## config.mk

```make
export PLATFORM = sky130hd
export DESIGN_NAME = csmp_mac
export DESIGN_NICKNAME = d
export VERILOG_FILES = /design/src/hdl/csmp_pkg.sv /design/src/hdl/csmp_mac.sv
export SDC_FILE = /design/constraint.sdc
export NUM_CORES = 2
export LEC_CHECK = 0
export BUFFER_PORTS_ARGS = -buffer_cell sky130_fd_sc_hd__buf_4
export CELL_PAD_IN_SITES_DETAIL_PLACEMENT = 1
export CELL_PAD_IN_SITES_GLOBAL_PLACEMENT = 1
export CORE_ASPECT_RATIO = 0.7
export CORE_MARGIN = 1.5
export CORE_UTILIZATION = 44
export DETAILED_ROUTE_END_ITERATION = 7
export GPL_ROUTABILITY_DRIVEN = 1
export PLACE_DENSITY = 0.87
export SYNTH_ARGS = -nofsm -noshare
export SYNTH_HDL_FRONTEND = slang
export SYNTH_SLANG_ARGS = --single-unit
```

## constraint.sdc

```tcl
create_clock -name clk -period 8.4 [get_ports clk]
set_clock_uncertainty 0.15 [all_clocks]
set_input_delay 0.84 -clock clk [delete_from_list [all_inputs] [get_ports clk]]
set_output_delay 0.84 -clock clk [all_outputs]
set_load 0.005 [all_outputs]
```

## src/hdl/csmp_pkg.sv

```systemverilog
package csmp_pkg;

  localparam int MAX_CATEGORIES = 1024;
  localparam int WEIGHT_BITS    = 16;

  localparam int CAT_W  = $clog2(MAX_CATEGORIES);   // category index
  localparam int CNT_W  = CAT_W + 1;                // fill count, holds MAX_CATEGORIES
  localparam int CDF_W  = WEIGHT_BITS + CAT_W;      // prefix sum
  localparam int U_W    = 31;                       // uniform fraction, state >> 33
  localparam int SCL_W  = U_W + CDF_W;              // u * total, cdf * 2^31
  localparam int MUL_W  = 32;                       // shared multiplier operand

  localparam logic [63:0] LCG_MUL    = 64'd6364136223846793005;
  localparam logic [63:0] LCG_ADD    = 64'd1442695040888963407;
  localparam logic [31:0] ROW_STRIDE = 32'd1000003;

  localparam logic OP_LOAD   = 1'b0;
  localparam logic OP_SAMPLE = 1'b1;

  // accumulator operations of the shared MAC
  localparam logic [1:0] ACC_HOLD   = 2'd0;
  localparam logic [1:0] ACC_LOAD   = 2'd1;
  localparam logic [1:0] ACC_ADD    = 2'd2;
  localparam logic [1:0] ACC_ADD_HI = 2'd3;

  typedef struct packed {
    logic       mul_en;
    logic [1:0] acc_op;
  } mac_ctrl_t;

endpackage

```

## src/hdl/csmp_mac.sv

```systemverilog
module csmp_mac import csmp_pkg::*; (
  input  logic             clk,
  input  mac_ctrl_t        ctrl,
  input  logic [MUL_W-1:0] mul_a,
  input  logic [MUL_W-1:0] mul_b,
  input  logic [63:0]      acc_init,
  output logic [63:0]      acc,
  output logic [63:0]      prod
);

  logic [63:0] prod_r;
  logic [63:0] acc_r;
  logic [63:0] acc_nxt;

  always_comb begin
    case (ctrl.acc_op)
      ACC_LOAD:   acc_nxt = acc_init;
      ACC_ADD:    acc_nxt = acc_r + prod_r;
      ACC_ADD_HI: acc_nxt = acc_r + {prod_r[31:0], 32'd0};
      default:    acc_nxt = acc_r;
    endcase
  end

  always_ff @(posedge clk) begin
    if (ctrl.mul_en) begin
      prod_r <= mul_a * mul_b;
    end
    acc_r <= acc_nxt;
  end

  assign acc  = acc_r;
  assign prod = prod_r;

endmodule

```

* Word-level counts from Yosys, hierarchy flattened
Cells that the tools add are included.
** Word-level totals
- Register bits after elaboration :: 128
- Input port bits :: 132
- Output and inout bits :: 128
- Logic and storage cells :: 10
** Operators by class
- Add/sub/neg operators :: 2
- Multipliers :: 1
- Equal/unequal tests :: 3
- Muxes and demuxes :: 1
- Reduce and logical (&&, ||, !) cells :: 1
** Operator list (number)
- one-hot mux 64 bit (3 select lines) :: 1
- adder 64 bit :: 2
- multiplier 32 x 32 -> 64 bit :: 1
- == test 2 bit, second input constant :: 2
- nonzero test 3 bit :: 1
- == test 2 x 1 -> 1 bit, second input constant :: 1

* Longest topological paths before layout
- Depth in word-level cells :: 2
- Depth in mapped cells :: 28
- Gate-level depth less buffers :: 26

* Worst setup path after synthesis
Ideal clock, no wire load.
- Kind :: input-to-reg
- From :: input mul_a[16]
- To :: register prod_r[51] (netlist: prod[51]), data pin
- Library setup time :: 265 ps
- Arrival :: 7501 ps
- Required time :: 7985 ps
- Slack :: 485 ps
- Stages :: 25
- Path buffers :: 1
- Cells stage by stage :: clkbuf_1 -> and2_1 -> fa_1 -> inv_1 -> fa_1 -> fa_1 -> fa_1 -> inv_1 -> fa_1 -> inv_1 -> fa_1 -> inv_1 -> fa_1 -> fa_1 -> ha_1 -> a21oi_1 -> o21ai_0 -> a21o_1 -> a221oi_2 -> a31oi_1 -> a2111oi_4 -> o31ai_2 -> a41o_1 -> a21oi_2 -> xnor2_1
** Between the ends
- Longest elaborated chain between the ends :: 1
** Ends and longest elaborated chain
- start, declared :: line csmp_mac.sv:4 : input logic [MUL_W-1:0] mul_a,
- multiplier 32 x 32 -> 64 bit :: line csmp_mac.sv:26 : prod_r <= mul_a * mul_b;
- end signal, assigned :: line csmp_mac.sv:26
- end, declared :: line csmp_mac.sv:11 : logic [63:0] prod_r;
No other way between the ends.
A chain may end at the register's enable or synchronous reset.

* Worst setup path after layout
- From :: input mul_a[9]
- To :: register prod_r[61] (netlist: prod[61]), data pin
Same word-level chain as after synthesis.

==> impl_results.md <==
- Max Clock Freq: 0.122 GHz
- Synth Cell Area: 43,400 um2
- Cells taking the most area after synthesis: fa_1, ha_1, and2_1, edfxtp_1, inv_1
- Register area share after synthesis: 8.86%
- First-pass GRT wire length: roughly 250,000 um
- CTS Buffer Depth: 2
- Initial Util: 44.3%
- Total die area: 100,000 um2
- Routed wire length: 159,000 um
- Fin. max-slew vios: 0
- ANT nets after route: 0
- Post-DR wirelength/cell: 25.5 um
- Area Overhead vs Synth: 10.8%
- Antenna violations before repair: 10
- Most repeated library cell on the critical path: fa_1
- Overflow after GRT: 0
- Crit. End Element: register
- Setup TNS Final: 0 ns
- IO Port Bufs: 259
- Hold slack: between 0.5 and 0.6 ns
- Kind of critical path: in -> reg
- Slowest stage delay, CP: 0.64 ns
- DRC: 0
- Total core area: 97,900 um2
- Die width: 378 um
- Routability cong.: a little under 1
- DR vias/cell: 5.72
- Fin util: about half
- Max-cap violations: 0
- Mapped Nets: 6,103
- Mapped Cells: 4,713
- Initial drt markers: 3,130
- Crit Path Max Fanout: 17
- Ys async rst share: 0%
- Yosys cell types: 85
- Worst path slowest cell: fa_2
- CTS buffer count: 17
- Synth Flop Type: edfxtp_1
- Final period util: 97.8%
- Slew HR: around 5.3%
- Die height: between 200 and 300 um
- RSZ-0062 raised after global routing: no
- Row cnt: 96
- Number of synthesized flops with an enable pin: 128
- H-tree depth: 4
- Largest net degree at the start of global routing: 65
- IO Pins: 260
- Setup crit start kind: input port
- Worst-Margin Slew: 1.39 ns
- Pre-antenna DRT Iters: 5
- Sinks on the clock net: 128
- # setup viols final: 0
- Dominant cell type by area after synthesis: fa_1
- Root buffer cell: clkbuf_16
- GRT Total Usage: 32.2%
- Clk_lat worst skew: 0.47 ns
- Final hold vios: 0
- Hold Crit Class: in -> reg
- Post-DP HPWL: 135,000 um
- Vias in the first global route: just over 40,000
- Clock Pin Slew Worst Setup and Hold Paths: 0.07 ns
- Layout cells sized above 1: 10.3%
- Vias: 35,760
- Number of synthesized register bits: 128
- CTS hold repair buffers: 0
- Final worst path period need: roughly 8 ns
- Crit path arrival time: 8.27 ns
- Crit path required time: 8.45 ns
- Syn_area_per_cell: approximately 9.2 um2
- Nets: roughly 6,300
- Warnings, synthesis: 0
- TritonCTS clock tree: done
- Status: complete, no violations
- Post-synth top area share: between 40 and 50%
- Fill count: 11,244
state kept, by name (all words and copies together), names as in the netlist:
| name | cells |
|---|---|
| acc | 64 |
| prod | 64 |
final cells by class:
cell class	count	area [um2]	area share, %
Clock buffer	18	429	0.893
Clock inverter	14	106	0.221
Multi-Input combinational cell	3427	35200	73.3
Timing Repair Buffer	441	3460	7.21
Inverter	886	3330	6.92
Antenna cell	10	25.0	0.0521
Sequential cell	128	3840	8.00
Tap cell	1323	1660	3.45
critical path: cells and delay by family:
family / cells / cell delay [ns]
AOI/OAI and AO/OA: 7 / 1.45
xor gates and xnor gates: 1 / 0.13
adders and majority gates: 9 / 4.42
buffers and inverters: 8 / 1.20
and+or+nand+nor: 2 / 0.17
worst paths after layout:
check,from,end,slack [ns],depth (start not counted)
min reg2reg,acc[0],acc[0],0.65,2
max reg2reg,prod[0],acc[60],3.57,11
min,acc_init[15],acc[15],0.51,3
max,mul_a[9],prod[61],0.18,27
kinds of logic (layout without fill, tap and decap cells):
kind of cell / after synthesis / after routing / synth area share [%]
buf+inv: 1158 / 1359 / 10.1
compound gates: 606 / 606 / 9.31
xor+xnor: 146 / 146 / 2.95
simple gates: 1411 / 1411 / 16.8
fa+ha+maj: 1258 / 1258 / 51.8
mux: 6 / 6 / 0.153
other cells: 0 / 10 / 0
flops: 128 / 128 / 8.86
cells in the mapped netlist (15+ instances only):
cell type and count:
ha_1 360, edfxtp_1 128, inv_1 885, o211ai_1 16, nor2_1 79, a31oi_1 22
nand4_1 44, o21a_1 23, clkbuf_1 255, nand2_1 531, fa_1 898, o21ai_0 123
xor2_1 64, a21oi_1 148, nand2b_1 15, and3_1 20, a22oi_1 24, nand3_1 30
and2_1 624, a21o_1 101, o21bai_1 33, nor3_1 20, xnor2_1 82
metrics by stage:
| stage | setup slack, ns | cells | area [um2] |
|---|---|---|---|
| after floorplan | 0.485 | 4713 | 43400 |
| after global placement | -0.120 | 6204 | 47400 |
| after detailed placement | -0.291 | 6204 | 47400 |
| after CTS | 0.0982 | 6236 | 48000 |
| after global routing | 0.0218 | 6240 | 48000 |
| final | 0.184 | 6247 | 48000 |
placed cells by master, fill, tap and decap left out, types with 9 or more instances in the layout:
| cell type | count |
|---|---|
| ha_1 | 360 |
| a31oi_1 | 21 |
| clkbuf_16 | 17 |
| nor2_1 | 78 |
| o21ai_0 | 123 |
| nand2_1 | 531 |
| xor2_1 | 64 |
| nand4_1 | 44 |
| a211oi_1 | 14 |
| a22oi_1 | 24 |
| buf_4 | 428 |
| a21oi_1 | 148 |
| buf_12 | 12 |
| edfxtp_1 | 128 |
| nor2b_1 | 14 |
| nand2b_1 | 15 |
| nor3_1 | 19 |
| nand3_1 | 30 |
| and3_1 | 20 |
| o221ai_1 | 10 |
| xnor2_1 | 82 |
| fa_1 | 897 |
| diode_2 | 10 |
| a21o_1 | 101 |
| and2_1 | 624 |
| o21ai_1 | 9 |
| inv_1 | 885 |
| o211ai_1 | 16 |
| o21bai_1 | 33 |
| o21a_1 | 23 |
timing repair:
item                       4_1_cts  5_1_grt
setup buffers                    0        1
setup endpoints to repair        0        8
gates resized for setup          0        8
layer usage:
metal	wire length [um]	vias to the layer above	track usage, %	part of all wire, %
li1	-	14993	-	-
met1	61600	18623	40.5	39
met2	77800	1624	54.2	49
met3	12400	514	6.10	7.8
met4	7580	6	14.0	4.8
met5	36	-	0	0.023
Power is left out: the tool's default activity adds up to more than one toggle a clock period on the data nets, which glitch-free logic cannot reach.
